===== config.mk =====
export PLATFORM = sky130hd
export DESIGN_NAME = tswp_slot_update
export DESIGN_NICKNAME = d
export VERILOG_FILES = /design/src/rtl/tswp_pkg.sv /design/src/rtl/tswp_slot_update.sv
export SDC_FILE = /design/constraint.sdc
export NUM_CORES = 1
export LEC_CHECK = 0
export BUFFER_PORTS_ARGS = -buffer_cell sky130_fd_sc_hd__buf_4
export CAP_MARGIN = 5
export CORE_MARGIN = 2
export CORE_UTILIZATION = 45
export DETAILED_ROUTE_END_ITERATION = 10
export PLACE_DENSITY = 0.86
export SLEW_MARGIN = 20
export SYNTH_ARGS = -nofsm -noshare
export SYNTH_HDL_FRONTEND = slang
export SYNTH_SLANG_ARGS = --single-unit

===== constraint.sdc =====
create_clock -name vclk -period 10.3
set_clock_uncertainty 0.2 [all_clocks]
set_input_delay 1.545 -clock vclk [all_inputs]
set_output_delay 1.545 -clock vclk [all_outputs]
set_load 0.02 [all_outputs]

===== src/rtl/tswp_pkg.sv =====
// tswp_pkg: shared types, codes and sizes for the skin weight packer
`default_nettype none

package tswp_pkg;

    localparam int unsigned VERTEX_COUNT_DEF = 4096;

    localparam int unsigned VERTEX_W   = 12;
    localparam int unsigned BYTE_W     = 8;
    localparam int unsigned SLOTS      = 4;
    localparam int unsigned SLOT_IDX_W = $clog2(SLOTS);
    localparam int unsigned ENTRY_W    = SLOTS * BYTE_W;
    localparam int unsigned RANK_W     = 3;

    localparam logic CMD_INSERT = 1'b0;

    localparam logic [RANK_W-1:0] RANK_NONE = 3'd0;
    localparam logic [RANK_W-1:0] RANK_FULL = 3'd5;

    // one vertex entry, slot k in bits 8k+7..8k of each word
    typedef struct packed {
        logic [ENTRY_W-1:0] weights;
        logic [ENTRY_W-1:0] matrices;
    } entry_t;

    // outcome of one request on one entry
    typedef struct packed {
        entry_t            entry;
        logic [RANK_W-1:0] rank;
        logic              wr_en;
    } upd_t;

    typedef enum logic {
        ST_CLEAR,
        ST_RUN
    } state_t;

endpackage

`default_nettype wire


===== src/rtl/tswp_slot_update.sv =====
// tswp_slot_update: slot choice and entry update for one insert or read request
`default_nettype none

module tswp_slot_update
    import tswp_pkg::*;
(
    input  wire logic              cmd,
    input  wire logic              in_range,
    input  wire logic [BYTE_W-1:0] matrix_index,
    input  wire logic [BYTE_W-1:0] weight,
    input  wire entry_t            cur,
    output upd_t                   upd
);

    logic                  found;
    logic [SLOT_IDX_W-1:0] free_pos;
    logic [SLOT_IDX_W-1:0] min_pos;
    logic [SLOT_IDX_W-1:0] tgt;
    logic                  do_put;

    // lowest free slot, and lowest slot holding the smallest weight
    always_comb
    begin
        found    = 1'b0;
        free_pos = '0;
        min_pos  = '0;
        for (int i = 0; i < SLOTS; i++)
        begin
            if (!found && (cur.weights[i*BYTE_W +: BYTE_W] == '0))
            begin
                found    = 1'b1;
                free_pos = SLOT_IDX_W'(i);
            end
        end
        for (int i = 1; i < SLOTS; i++)
        begin
            if (cur.weights[i*BYTE_W +: BYTE_W] < cur.weights[min_pos*BYTE_W +: BYTE_W])
            begin
                min_pos = SLOT_IDX_W'(i);
            end
        end
    end

    assign tgt    = found ? free_pos : min_pos;
    assign do_put = found || (cur.weights[min_pos*BYTE_W +: BYTE_W] < weight);

    always_comb
    begin
        upd = '0;
        if (in_range)
        begin
            upd.entry = cur;
            if (cmd == CMD_INSERT)
            begin
                upd.wr_en = 1'b1;
                upd.rank  = found ? (RANK_W'(free_pos) + RANK_W'(1)) : RANK_FULL;
                if (do_put)
                begin
                    upd.entry.weights[tgt*BYTE_W +: BYTE_W]  = weight;
                    upd.entry.matrices[tgt*BYTE_W +: BYTE_W] = matrix_index;
                end
            end
        end
    end

endmodule

`default_nettype wire


==> results.sh, run 1 <==
export IMPL_finish_instance_area_sq_mm=0.005087
export IMPL_power_frac_seq_pct=0
export IMPL_wire_per_inst_um=19.95
export IMPL_ir_drop_uv=90.03
export IMPL_swShare_pct=55.02
export IMPL_filler_cell_count=463
export IMPL_hold_path_class="primary input to output pin"
export IMPL_setup_slack_ns=0.1980
export IMPL_path_class="primary input to output pin"
export IMPL_status="completed"
export IMPL_finalNetCount=765
export IMPL_required_ns=8.56
export IMPL_grt_pass1_wl_mm=20.90
export IMPL_register_area_sq_um=0
export IMPL_firstDrtPassIters=5
export IMPL_syn_area_per_cell_sq_um=6.756
export IMPL_holdPathEnd="upd[0]"
export IMPL_drv_slew=0
export IMPL_yosysUniqueCellTypes=48
export IMPL_synth_common_cells="nand2_1 (89), mux2i_1 (64), nand4_1 (35)"
export IMPL_setup_viol=0
export IMPL_netlist_area_leader_share_pct=21.07
export IMPL_yosysMostFrequentCell="nand2_1"
export IMPL_final_min_clock_period_ns=10.10
export IMPL_die_h_um=86.20
export IMPL_finalHoldViolations=0
export IMPL_multi_input_area_sq_mm=0.003038
export IMPL_antenna_found_initial=0
export IMPL_die_w_um=86.20
export IMPL_grt_pass1_vias=4348
export IMPL_drt_iter0_markers=460
export IMPL_synth_cell_area_sq_mm=0.003040
export IMPL_vias=4555
export IMPL_layoutNonFillerInstCount=725
export IMPL_combPwrFrac_pct=100.0
export IMPL_critical_path_arrival_ns=8.36
export IMPL_drv_cap=0
export IMPL_power_total_mw=0.6000
export IMPL_num_io_pins=150
export IMPL_power_density_mw_per_mm2=117.9
export IMPL_worst_path_max_delay_cell="a211o_1"
export IMPL_n_sequential_cell=0
export IMPL_grt_overflow_total=0
export IMPL_hpwlAfterDp_mm=10.82
export IMPL_max_freq_ghz=0.09899
export IMPL_min_period_over_period_pct=98.08
export IMPL_die_area_sq_mm=0.007430
export IMPL_place_ws_ns=-0.3249
export IMPL_num_rows=29
export IMPL_cp_start_kind="primary input"
export IMPL_worst_path_max_fanout=8
export IMPL_hold_slack_ns=3.206
export IMPL_clockBufferCount=0
export IMPL_seq_area_frac_synth_pct=0
export IMPL_internal_power_mw=0.2698
export IMPL_cp_end_kind="output pin"
export IMPL_dp_cells=707
export IMPL_worst_pin_slew_ns=0.7557
export IMPL_synth_top_area_cell="mux2i_1"
export IMPL_routabilityCongestion=1.066
export IMPL_grtUsageTotal_pct=34.79
export IMPL_drc=0
export IMPL_diodes=0
export IMPL_coreArea_sq_mm=0.006459
export IMPL_holdPathStages=3
export IMPL_dpl_cell_area_sq_mm=0.004628
export IMPL_synthCells=450
export IMPL_initial_core_util_pct=47.07
export IMPL_drt_total_wl_mm=14.46
export IMPL_p_sw_mw=0.3301
export IMPL_grt_max_degree=82
export IMPL_ant_nets=0
export IMPL_numPortBuffers=150
export IMPL_drive_gt1_share_pct=45.37
export IMPL_syn_nets=565
export IMPL_slew_headroom_pct=49.62
export IMPL_yosys_warnings=0
export IMPL_worstHoldStart="cmd"
export IMPL_cts_hold_buf=0
export IMPL_viasPerCell=6.283
export IMPL_p_clk_share_pct=0
export IMPL_critPathMaxStageDelay_ns=0.34
export IMPL_area_growth_pct=67.33
export IMPL_p_leak_nw=2.295
export IMPL_synthTopCellsByArea="mux2i_1 (21%), ha_1 (14%), nand2_1 (11%), o211ai_1 (8.4%), nand4_1 (7.2%)"
==> layout by cell type, fill, tap and decap left out, types with 4 or more instances in the layout <==
cell,instances
a211o_1,4
a21oi_1,14
a21oi_2,12
and2_1,19
buf_12,5
buf_4,222
buf_6,5
ha_1,28
inv_1,15
inv_2,4
mux2i_1,55
mux2i_2,4
mux2i_4,5
nand2_1,87
nand4_1,35
nor2_1,9
nor4_1,8
o211ai_1,34
o21ai_0,11
o21ai_1,8
==> cell families (layout without fill, tap and decap cells) <==
group	after synthesis	in the layout	synth area share, %
muxes	64	64	21.07
adders and majority gates	33	33	13.58
buffers and inverters	57	255	9.259
AOI/OAI and AO/OA	116	116	27.20
and+or+nand+nor	180	180	28.89
==> worst max-delay path: cells and delay by family <==
kind                       cells  cell delay (ns)
AOI/OAI and AO/OA             18             3.21
adders and majority gates      4             1.22
buffers and inverters          8             1.13
muxes                          1             0.26
and+or+nand+nor                7             0.96
==> power groups by stage <==
stage / combinational, mW / clock (mW) / sequential (mW)
floorplan: 0.305 / 0 / 0
global placement: 0.496 / 0 / 0
detailed placement: 0.510 / 0 / 0
CTS: 0.526 / 0 / 0
global route: 0.633 / 0 / 0
finish: 0.600 / 0 / 0
==> metal layers <==
layer  part of all wire, %  vias up  global-route usage [%]
met3                    10       62                   3.238
met4                   4.3        0                   12.36
met2                    49      316                   63.21
met1                    37     2095                   42.55
met5                     0        -                       0
li1                      -     2082                       -
==> final cells by class <==
cell class / count / area share (%)
Timing Repair Buffer: 235 / 36.92
Inverter: 20 / 1.476
Multi-Input combinational cell: 393 / 59.71
Tap cell: 77 / 1.894
==> timing repair <==
action,4_1_cts,5_1_grt
gates cloned,0,2
pin swaps,6,28
setup endpoints to repair,64,64
buffers inserted,4,12
resized for setup,15,65
==> worst max path at each step <==
stage,from,to,depth (start not counted)
after floorplan,cur[38],upd[10],35
after global placement,cur[38],upd[61],36
after detailed placement,cur[38],upd[66],36
after CTS,cur[38],upd[16],36
after global routing,cur[33],upd[48],39
final,cur[39],upd[48],38
==> metrics by stage <==
| step | TNS, ns | utilization, % |
|---|---|---|
| 2_1_floorplan | 0 | - |
| 3_3_place_gp | -1.752 | 71.66 |
| 3_5_place_dp | -15.67 | 71.66 |
| 4_1_cts | 0 | 72.80 |
| 5_1_grt | -1.655 | 78.77 |
| 6_report | 0 | 78.77 |
(Power assumes the default switching activity.)
==> run 2: changes to the inputs <==
Settings changed: PLACE_DENSITY 0.86 to 0.81.
==> run 2 against run 1 <==
- utilization shrank 5.7 points
- setup slack lost 0.080 ns
- critical path depth shrank 3
- final cell count shrank 5.7%
- non-clock buffer count shrank 42
- wire length shrank 9.2%
- die area is the same
- critical path type unchanged
- critical endpoint is now upd[6]
- largest power group unchanged
==> results.sh, run 2 (synthesis results as in run 1) <==
export IMPL_final_cell_mix="buf_4 (182), nand2_1 (89), mux2i_1 (57), nand4_1 (35), o211ai_1 (34)"
export IMPL_hold_slack_ns=3.227
export IMPL_drive_gt1_share_pct=39.21
export IMPL_register_area_sq_um=0
export IMPL_area_growth_pct=55.19
export IMPL_path_class="primary input to output pin"
export IMPL_max_freq_ghz=0.09821
export IMPL_p_leak_nw=2.091
export IMPL_fin_util_pct=73.05
export IMPL_vias=4284
export IMPL_firstDrtPassIters=5
export IMPL_drv_slew=0
export IMPL_wire_per_inst_um=19.20
export IMPL_finalNetCount=724
export IMPL_filler_cell_count=514
export IMPL_required_ns=8.56
export IMPL_drt_iter0_markers=305
export IMPL_die_w_um=86.20
export IMPL_cpMostUsedCell="ha_1"
export IMPL_critical_path_arrival_ns=8.44
export IMPL_numPortBuffers=150
export IMPL_clockBufferCount=0
export IMPL_ant_nets=0
export IMPL_finish_instance_area_sq_mm=0.004718
export IMPL_num_io_pins=150
export IMPL_slew_headroom_pct=30.76
export IMPL_layoutNonFillerInstCount=684
export IMPL_diodes=0
export IMPL_grtUsageTotal_pct=31.21
export IMPL_hpwlAfterDp_mm=9.882
export IMPL_coreArea_sq_mm=0.006459
export IMPL_antenna_found_initial=0
export IMPL_min_period_over_period_pct=98.85
export IMPL_initial_core_util_pct=47.07
export IMPL_worst_pin_slew_ns=1.036
export IMPL_setup_viol=0
export IMPL_worst_path_max_delay_cell="nor4_4"
export IMPL_finalHoldViolations=0
export IMPL_grt_overflow_total=0
export IMPL_dpl_cell_area_sq_mm=0.004395
export IMPL_final_common_cell="buf_4"
export IMPL_drc=0
export IMPL_dp_cells=676
export IMPL_grt_max_degree=82
export IMPL_grt_pass1_wl_mm=18.91
export IMPL_n_sequential_cell=0
export IMPL_critPathMaxStageDelay_ns=0.35
export IMPL_drt_total_wl_mm=13.14
export IMPL_num_rows=29
export IMPL_hold_path_class="primary input to output pin"
export IMPL_cts_hold_buf=0
export IMPL_die_h_um=86.20
export IMPL_cp_end_kind="output pin"
export IMPL_final_min_clock_period_ns=10.18
export IMPL_routabilityCongestion=0.9590
export IMPL_fin_setup_tns_ns=0
export IMPL_power_density_mw_per_mm2=117.0
export IMPL_status="completed"
export IMPL_viasPerCell=6.263
export IMPL_multi_input_area_sq_mm=0.002972
export IMPL_worst_path_max_fanout=8
export IMPL_cp_start_kind="primary input"
export IMPL_grt_pass1_vias=3839
export IMPL_die_area_sq_mm=0.007430
export IMPL_ir_drop_uv=77.26
export IMPL_drv_cap=0
## run 2: worst max-delay path, delay by kind of cell
family | cells | cell delay [ns]
AOI/OAI and AO/OA | 15 | 2.91
adders and majority gates | 4 | 1.07
buffers and inverters | 6 | 0.87
muxes | 1 | 0.24
and+or+nand+nor | 9 | 1.75
## run 2: metal layers
layer,GRT usage (%),vias to the layer above,wire length (um)
li1,-,1999,-
met3,1.810,42,1294
met1,39.81,1962,4910
met5,0,-,0
met4,9.091,0,502
met2,56.52,281,6428
## run 2: final timing paths
kind,startpoint,slack [ns],cells past startpoint,end
max,cur[39],0.12,35,upd[6]
min,cmd,3.23,3,upd[0]
## run 2: repair_timing
item	CTS	global route
pin swaps	2	20
setup buffers	0	4
setup endpoints to repair	64	64
hold endpoints to repair	0	0
resized for setup	8	46
gates cloned	0	4
## run 2: where the power goes
group	total (mW)	internal (mW)	switching, mW
registers	0	0	0
clock network	0	0	0
logic	0.552	0.244	0.308
total	0.552	0.244	0.308
## run 2: cell type report
cell class,count,area share (%)
Multi-Input combinational cell,394,62.98
Inverter,20,1.591
Timing Repair Buffer,193,33.39
Tap cell,77,2.042
## run 2: metrics by stage
step	total power, mW	setup slack [ns]
3_5_place_dp	0.4893	-0.2119
5_1_grt	0.5862	-0.1409
2_1_floorplan	0.3048	0.1441
4_1_cts	0.4945	0.005023
3_3_place_gp	0.4785	0.05104
6_report	0.5522	0.1181
